<file path="config.mk">
export PLATFORM = sky130hd
export DESIGN_NAME = cgff_queue
export DESIGN_NICKNAME = d
export VERILOG_FILES = /design/src/hw/rtl/cgff_pkg.sv /design/src/hw/rtl/cgff_queue.sv
export SDC_FILE = /design/constraint.sdc
export NUM_CORES = 1
export LEC_CHECK = 0
export BUFFER_PORTS_ARGS = -buffer_cell sky130_fd_sc_hd__buf_2
export CAP_MARGIN = 40
export CORE_AREA = 2 2 212 214
export DETAILED_ROUTE_END_ITERATION = 12
export DIE_AREA = 0 0 214 216
export PLACE_DENSITY = 0.79
export SETUP_SLACK_MARGIN = 0.5
export SYNTH_ARGS = -nofsm -noshare
export SYNTH_HDL_FRONTEND = slang
export SYNTH_SLANG_ARGS = --single-unit
</file>
<file path="constraint.sdc">
create_clock -name i_clk -period 31.6 [get_ports i_clk]
set_input_delay 9.48 -clock i_clk [delete_from_list [all_inputs] [get_ports i_clk]]
set_output_delay 9.48 -clock i_clk [all_outputs]
set_load 0.02 [all_outputs]
</file>
<file path="src/hw/rtl/cgff_pkg.sv">
// Shared types, constants and helpers for the cell gradient and face flux block.
package cgff_pkg;

    localparam int SET_COUNT_DEF = 8;
    localparam int FACE_COUNT    = 6;
    localparam int AXES          = 3;
    localparam int MATRIX_WORDS  = AXES * AXES;
    localparam int SET_WORDS     = MATRIX_WORDS + AXES * FACE_COUNT;

    typedef enum logic {
        OP_LOAD = 1'b0,
        OP_CELL = 1'b1
    } t_op;

    typedef enum logic [1:0] {
        KIND_DIFF  = 2'd0,
        KIND_NODAL = 2'd1,
        KIND_FACE  = 2'd2,
        KIND_DIV   = 2'd3
    } t_kind;

    typedef struct packed {
        t_op                operation;
        logic [2:0]         set_index;
        logic [4:0]         coef_index;
        logic signed [31:0] coef_value;
        logic signed [31:0] node_value;
        logic signed [31:0] face_0;
        logic signed [31:0] face_1;
        logic signed [31:0] face_2;
        logic signed [31:0] face_3;
        logic signed [31:0] face_4;
        logic signed [31:0] face_5;
    } t_in_word;

    typedef struct packed {
        t_kind              result_kind;
        logic [2:0]         face_number;
        logic signed [31:0] value_x;
        logic signed [31:0] value_y;
        logic signed [31:0] value_z;
        logic               last_result;
    } t_out_word;

    // classified command between front and back
    typedef struct packed {
        logic     set_ok;
        t_in_word word;
    } t_cmd;

    typedef enum logic [2:0] {
        ST_IDLE,
        ST_DIFF,
        ST_RD,
        ST_MUL,
        ST_ACC,
        ST_EMIT_G,
        ST_EMIT_F,
        ST_EMIT_DIV
    } t_state;

    // saturate a wide signed value to 32 bits
    function automatic logic signed [31:0] sat32(input logic signed [47:0] v);
        logic signed [31:0] r;
        if (v > 48'sh0000_7FFF_FFFF) begin
            r = 32'sh7FFF_FFFF;
        end else if (v < -48'sh0000_8000_0000) begin
            r = 32'sh8000_0000;
        end else begin
            r = v[31:0];
        end
        return r;
    endfunction

endpackage

</file>
<file path="src/hw/rtl/cgff_queue.sv">
// Two-entry command queue between front and back.
module cgff_queue (
    input  logic           i_clk,
    input  logic           i_rst_n,
    input  logic           i_push,
    input  cgff_pkg::t_cmd i_cmd,
    output logic           o_full,
    input  logic           i_pop,
    output logic           o_valid,
    output cgff_pkg::t_cmd o_cmd
);
    import cgff_pkg::*;

    t_cmd       r_mem [2];
    logic       r_wp;
    logic       r_rp;
    logic [1:0] r_cnt;

    assign o_full  = (r_cnt == 2'd2);
    assign o_valid = (r_cnt != 2'd0);
    assign o_cmd   = r_mem[r_rp];

    // storage
    always_ff @(posedge i_clk) begin
        if (i_push) begin
            r_mem[r_wp] <= i_cmd;
        end
    end

    // pointers and count
    always_ff @(posedge i_clk) begin
        if (!i_rst_n) begin
            r_wp  <= 1'b0;
            r_rp  <= 1'b0;
            r_cnt <= 2'd0;
        end else begin
            if (i_push) begin
                r_wp <= ~r_wp;
            end
            if (i_pop) begin
                r_rp <= ~r_rp;
            end
            case ({i_push, i_pop})
                2'b10:   r_cnt <= r_cnt + 2'd1;
                2'b01:   r_cnt <= r_cnt - 2'd1;
                default: r_cnt <= r_cnt;
            endcase
        end
    end

endmodule

</file>
## Yosys cells after proc, flatten, opt, wreduce, memory -nomap -nowiden

Memories as Yosys holds them, arrays and structs flattened. A register that Yosys moved wholly into a read port is not among the register bits.
Index checks and enable logic that the tools add are counted.

- Register bits after elaboration: 4
- RAM bits: 532
- Bits of input ports: 270
- Output and inout bits: 268
- Memories: 1

- Add/sub/neg operators: 2
- Equal/unequal tests: 3
- Muxes and demuxes: 5
- Bitwise logic cells: 2
- Reduce and logical (&&, ||, !) cells: 2

Memories:

| name | depth | bits a word | read ports | clocked after Yosys merged registers in | wr ports | RTL line | RTL |
|---|---|---|---|---|---|---|---|
| r_mem | 2 | 266 | 1 | 1 | 1 | cgff_queue.sv:14 | `t_cmd r_mem [2];` |

Operators by type and width:

| operator | number |
|---|---|
| $eq 2x2->1 const B | 2 |
| $mux 1 | 4 |
| $pmux 2 s2 | 1 |
| $reduce_bool 2->1 | 2 |
| $add 2x1->2 const B | 1 |
| $eq 2x1->1 const B | 1 |
| $not 1->1 | 2 |
| $sub 2x1->2 const B | 1 |

## Longest topological paths before layout

- Depth after elaboration: 3
- Mapped depth: 5
- Mapped depth without buffers: 5

## Least setup slack after synthesis

No wires, ideal clock.

- Path kind: input to register
- Start: input port i_push
- End: register r_wp
- Data arrival time: 21547 ps
- Slack: 9942 ps
- Stages: 3
- Buffers on the path: 0
- Cell sequence: inv_1 nor2_1 o21a_1

RTL lines:

| item | RTL line | RTL |
|---|---|---|
| start: declaration | cgff_queue.sv:5 | `input logic i_push,` |
| end signal: assignment | cgff_queue.sv:38 | `r_wp <= ~r_wp;` |
| end: declaration | cgff_queue.sv:15 | `logic r_wp;` |

==> results by group <==
Clock tree
  • CTS buffer count: 53
  • Hold-fix buffers at CTS: 0
  • Worst skew pair latency: 590 ps
  • CTS max path bufs: 3
  • CTS tree: yes
  • Clk root buf: clkbuf_16
  • CTS clk-pin slew, worst paths: 60 ps
  • Num Clock Sinks: 537
  • H-tree Lvls: 2
  • Resize count post-CTS: 0
  • Postcts setup bufs: 0

Routing
  • WL/cell: 21.1 um
  • Via/cell ratio: 4.89
  • DRT iter0 DRCs: 798
  • First drt pass iteration count: 4
  • DRT Wirelength: 43700 um
  • Vias: 10122
  • DRC: 0
  • Antenna Nets Post-Route: 0

Power and ir drop
  • Tot Pwr: 0.00167 W
  • PwrDens: 65.3 nW/um^2
  • Leakage power: 10.1 nW
  • VDD IR max: 0.0532 mV

Floorplan
  • I/O pin count: 538
  • Die H: 216 um
  • Row count: 77
  • Die X: 214 um
  • Core Region: 43800 sq um
  • Initial cell density of the core: 0.467
  • Die ar.: 46200 sq um

Run
  • Max-Cap Viols: 0

Logic synthesis
  • Post-synthesis cell area: 20500 sq um
  • Seq/Total Area, Yosys: 0.786
  • Yosys warnings: 0
  • Cell variety after synth: 20
  • Synthesized flop and latch total: 537
  • Post-synth top area cell: edfxtp_1
  • Syn Area/Cell: 24.1 sq um
  • Synth top area share: 0.781
  • Area contributors post-synth: edfxtp_1 78%, mux2_4 18%, mux2_2 1.4%, buf_6 0.88%, buf_8 0.88%
  • Syn_nets: 1121
  • Cells after Synth: 850

GRT
  • Gr usage total: 0.181
  • Number of global-route vias before repair: 10443
  • Initial antenna violation count: 10
  • Met2 Usage GRT: 0.309
  • First-pass GRT wire length: 62800 um
  • Met1 global-route usage: 0.207
  • GRT overflow: 0
  • Most used routing layer: met2
  • Met3 Use GR: 0.0655
  • Pin count of the biggest net entering global routing: 128

Setup path
  • Critical Path AT: 2980 ps
  • CP Capture Type: primary output
  • Critical Path RT: 22120 ps
  • Startpoint types: register
  • WS Path Type: reg -> out
  • Worst Path Max Fanout: 57

Hold path
  • Worst hold path type: reg -> reg

Cells and area
  • Layout area overhead: 24.7%
  • FF+latch area: 16100 sq um
  • Area of the multi-input gates: 4020 sq um
  • Final net count: 1699
  • Fillcell total: 3194
  • Final instance area: 25500 sq um
  • Final Non-Filler Cells: 2070
  • Layout cell share with drive strength beyond 1: 0.613

Placed design
  • Input/output buffers: 537
  • Gpl congestion: 0.841
  • Post-detail-place hpwl: 30500 um
  • Cells after DPL: 1965
  • DP Area: 23800 sq um

Timing
  • Setup violations, final: 0
  • Tcrit/Tclk final: 0.394
  • RSZ-0062 raised after global routing: no
  • Skew final: 26.0 ps
  • Max Fclk: 80.3 MHz
  • Max_slew headroom: 0.255
  • Post-route setup TNS: 0 ps
  • Slew Limit Fails: 0
  • Hold Fails Final Rpt: 0
  • Final Critical Period: 12460 ps
  • Worst-Margin Slew: 1120 ps
  • Worst hold margin: 507 ps

Status
  • Status: finished, final reports clean
## worst max-delay path, stage by stage, from the launching register on
cell,delay (ps)
dfxtp_4,650
buf_4,220
buf_16,280
buf_4,270
buf_16,360
mux2_4,340
buf_2,160
## placed cells by master (no fill, tap or decap), types with 5 or more instances in the layout
master     Yosys  layout
clkbuf_1       0       6
mux2_4       240     240
mux2_2        26      26
clkinv_2       0       8
bufinv_16      0       5
clkbuf_16      0      55
diode_2        0       7
buf_2          2     537
edfxtp_1     532     532
buf_4          0       9
clkinv_1       0      13
## cell usage after synthesis (all sizes together)
cell and n:
a21boi 1, and2 4, and2b 1, buf 30, dfxtp 5, edfxtp 532, ha 1, inv 1
mux2 266, nor2 1, nor2b 1, o21a 1, o21ai 1, or2 1, or3 1, xnor2 2
xor2 1
## cell type report
class                   instances  area share
well taps                     592      0.0290
flip-flops and latches        537       0.630
repair buffers                553       0.115
diodes                          7    0.000687
clock buffers                  61      0.0548
clock inverters                37      0.0129
inverters                       1    0.000147
multi-input cells             282       0.158
## metal layers
metal | wire [um] | vias to the layer above
li1 | - | 4566
met1 | 16200 | 5048
met2 | 22300 | 418
met3 | 3780 | 84
met4 | 1310 | 6
met5 | 34 | -
## cell families (layout without fill, tap and decap cells)
family	Yosys count	in the layout	synth area share
multiplexers	266	266	0.190
AO/OA/AOI/OAI	3	3	0.000979
XOR/XNOR	3	3	0.00128
AND/OR/NAND/NOR	9	9	0.00269
flip-flops	537	537	0.786
other	0	7	0
adder cells (fa/ha/maj)	1	1	0.000611
buffers and inverters	31	652	0.0183
## registers in the layout, summed over array words and instances, names as in the netlist, named ones only
signal and count:
r_rp 1, r_cnt 2, r_wp 1, r_mem 532
## final timing paths
kind	from	endpoint	slack, ps	cells past startpoint
worst max-delay path	register	o_cmd[80]	19140	6
worst min-delay path	r_cnt[1]	r_cnt[1]	510	2
worst max register to register	r_wp	r_mem[1][82]	28480	4
worst min register to register	r_cnt[1]	r_cnt[1]	510	2
## where the power goes
group	internal, W	leakage (nW)	total (W)	switching (W)
Sequential	0.000824	5.04	0.000837	0.0000121
Combinational	0.0000955	4.19	0.000213	0.000117
Clock	0.000359	0.838	0.000616	0.000257
## through the flow
| step | util | worst slack, ps |
|---|---|---|
| after global routing | 0.582 | 19020 |
| after detailed placement | 0.542 | 19260 |
| after floorplan | - | 9940 |
| after global placement | 0.539 | 19160 |
| final | 0.582 | 19140 |
| after CTS | 0.582 | 19100 |
Power figures use the tool's default switching activity.
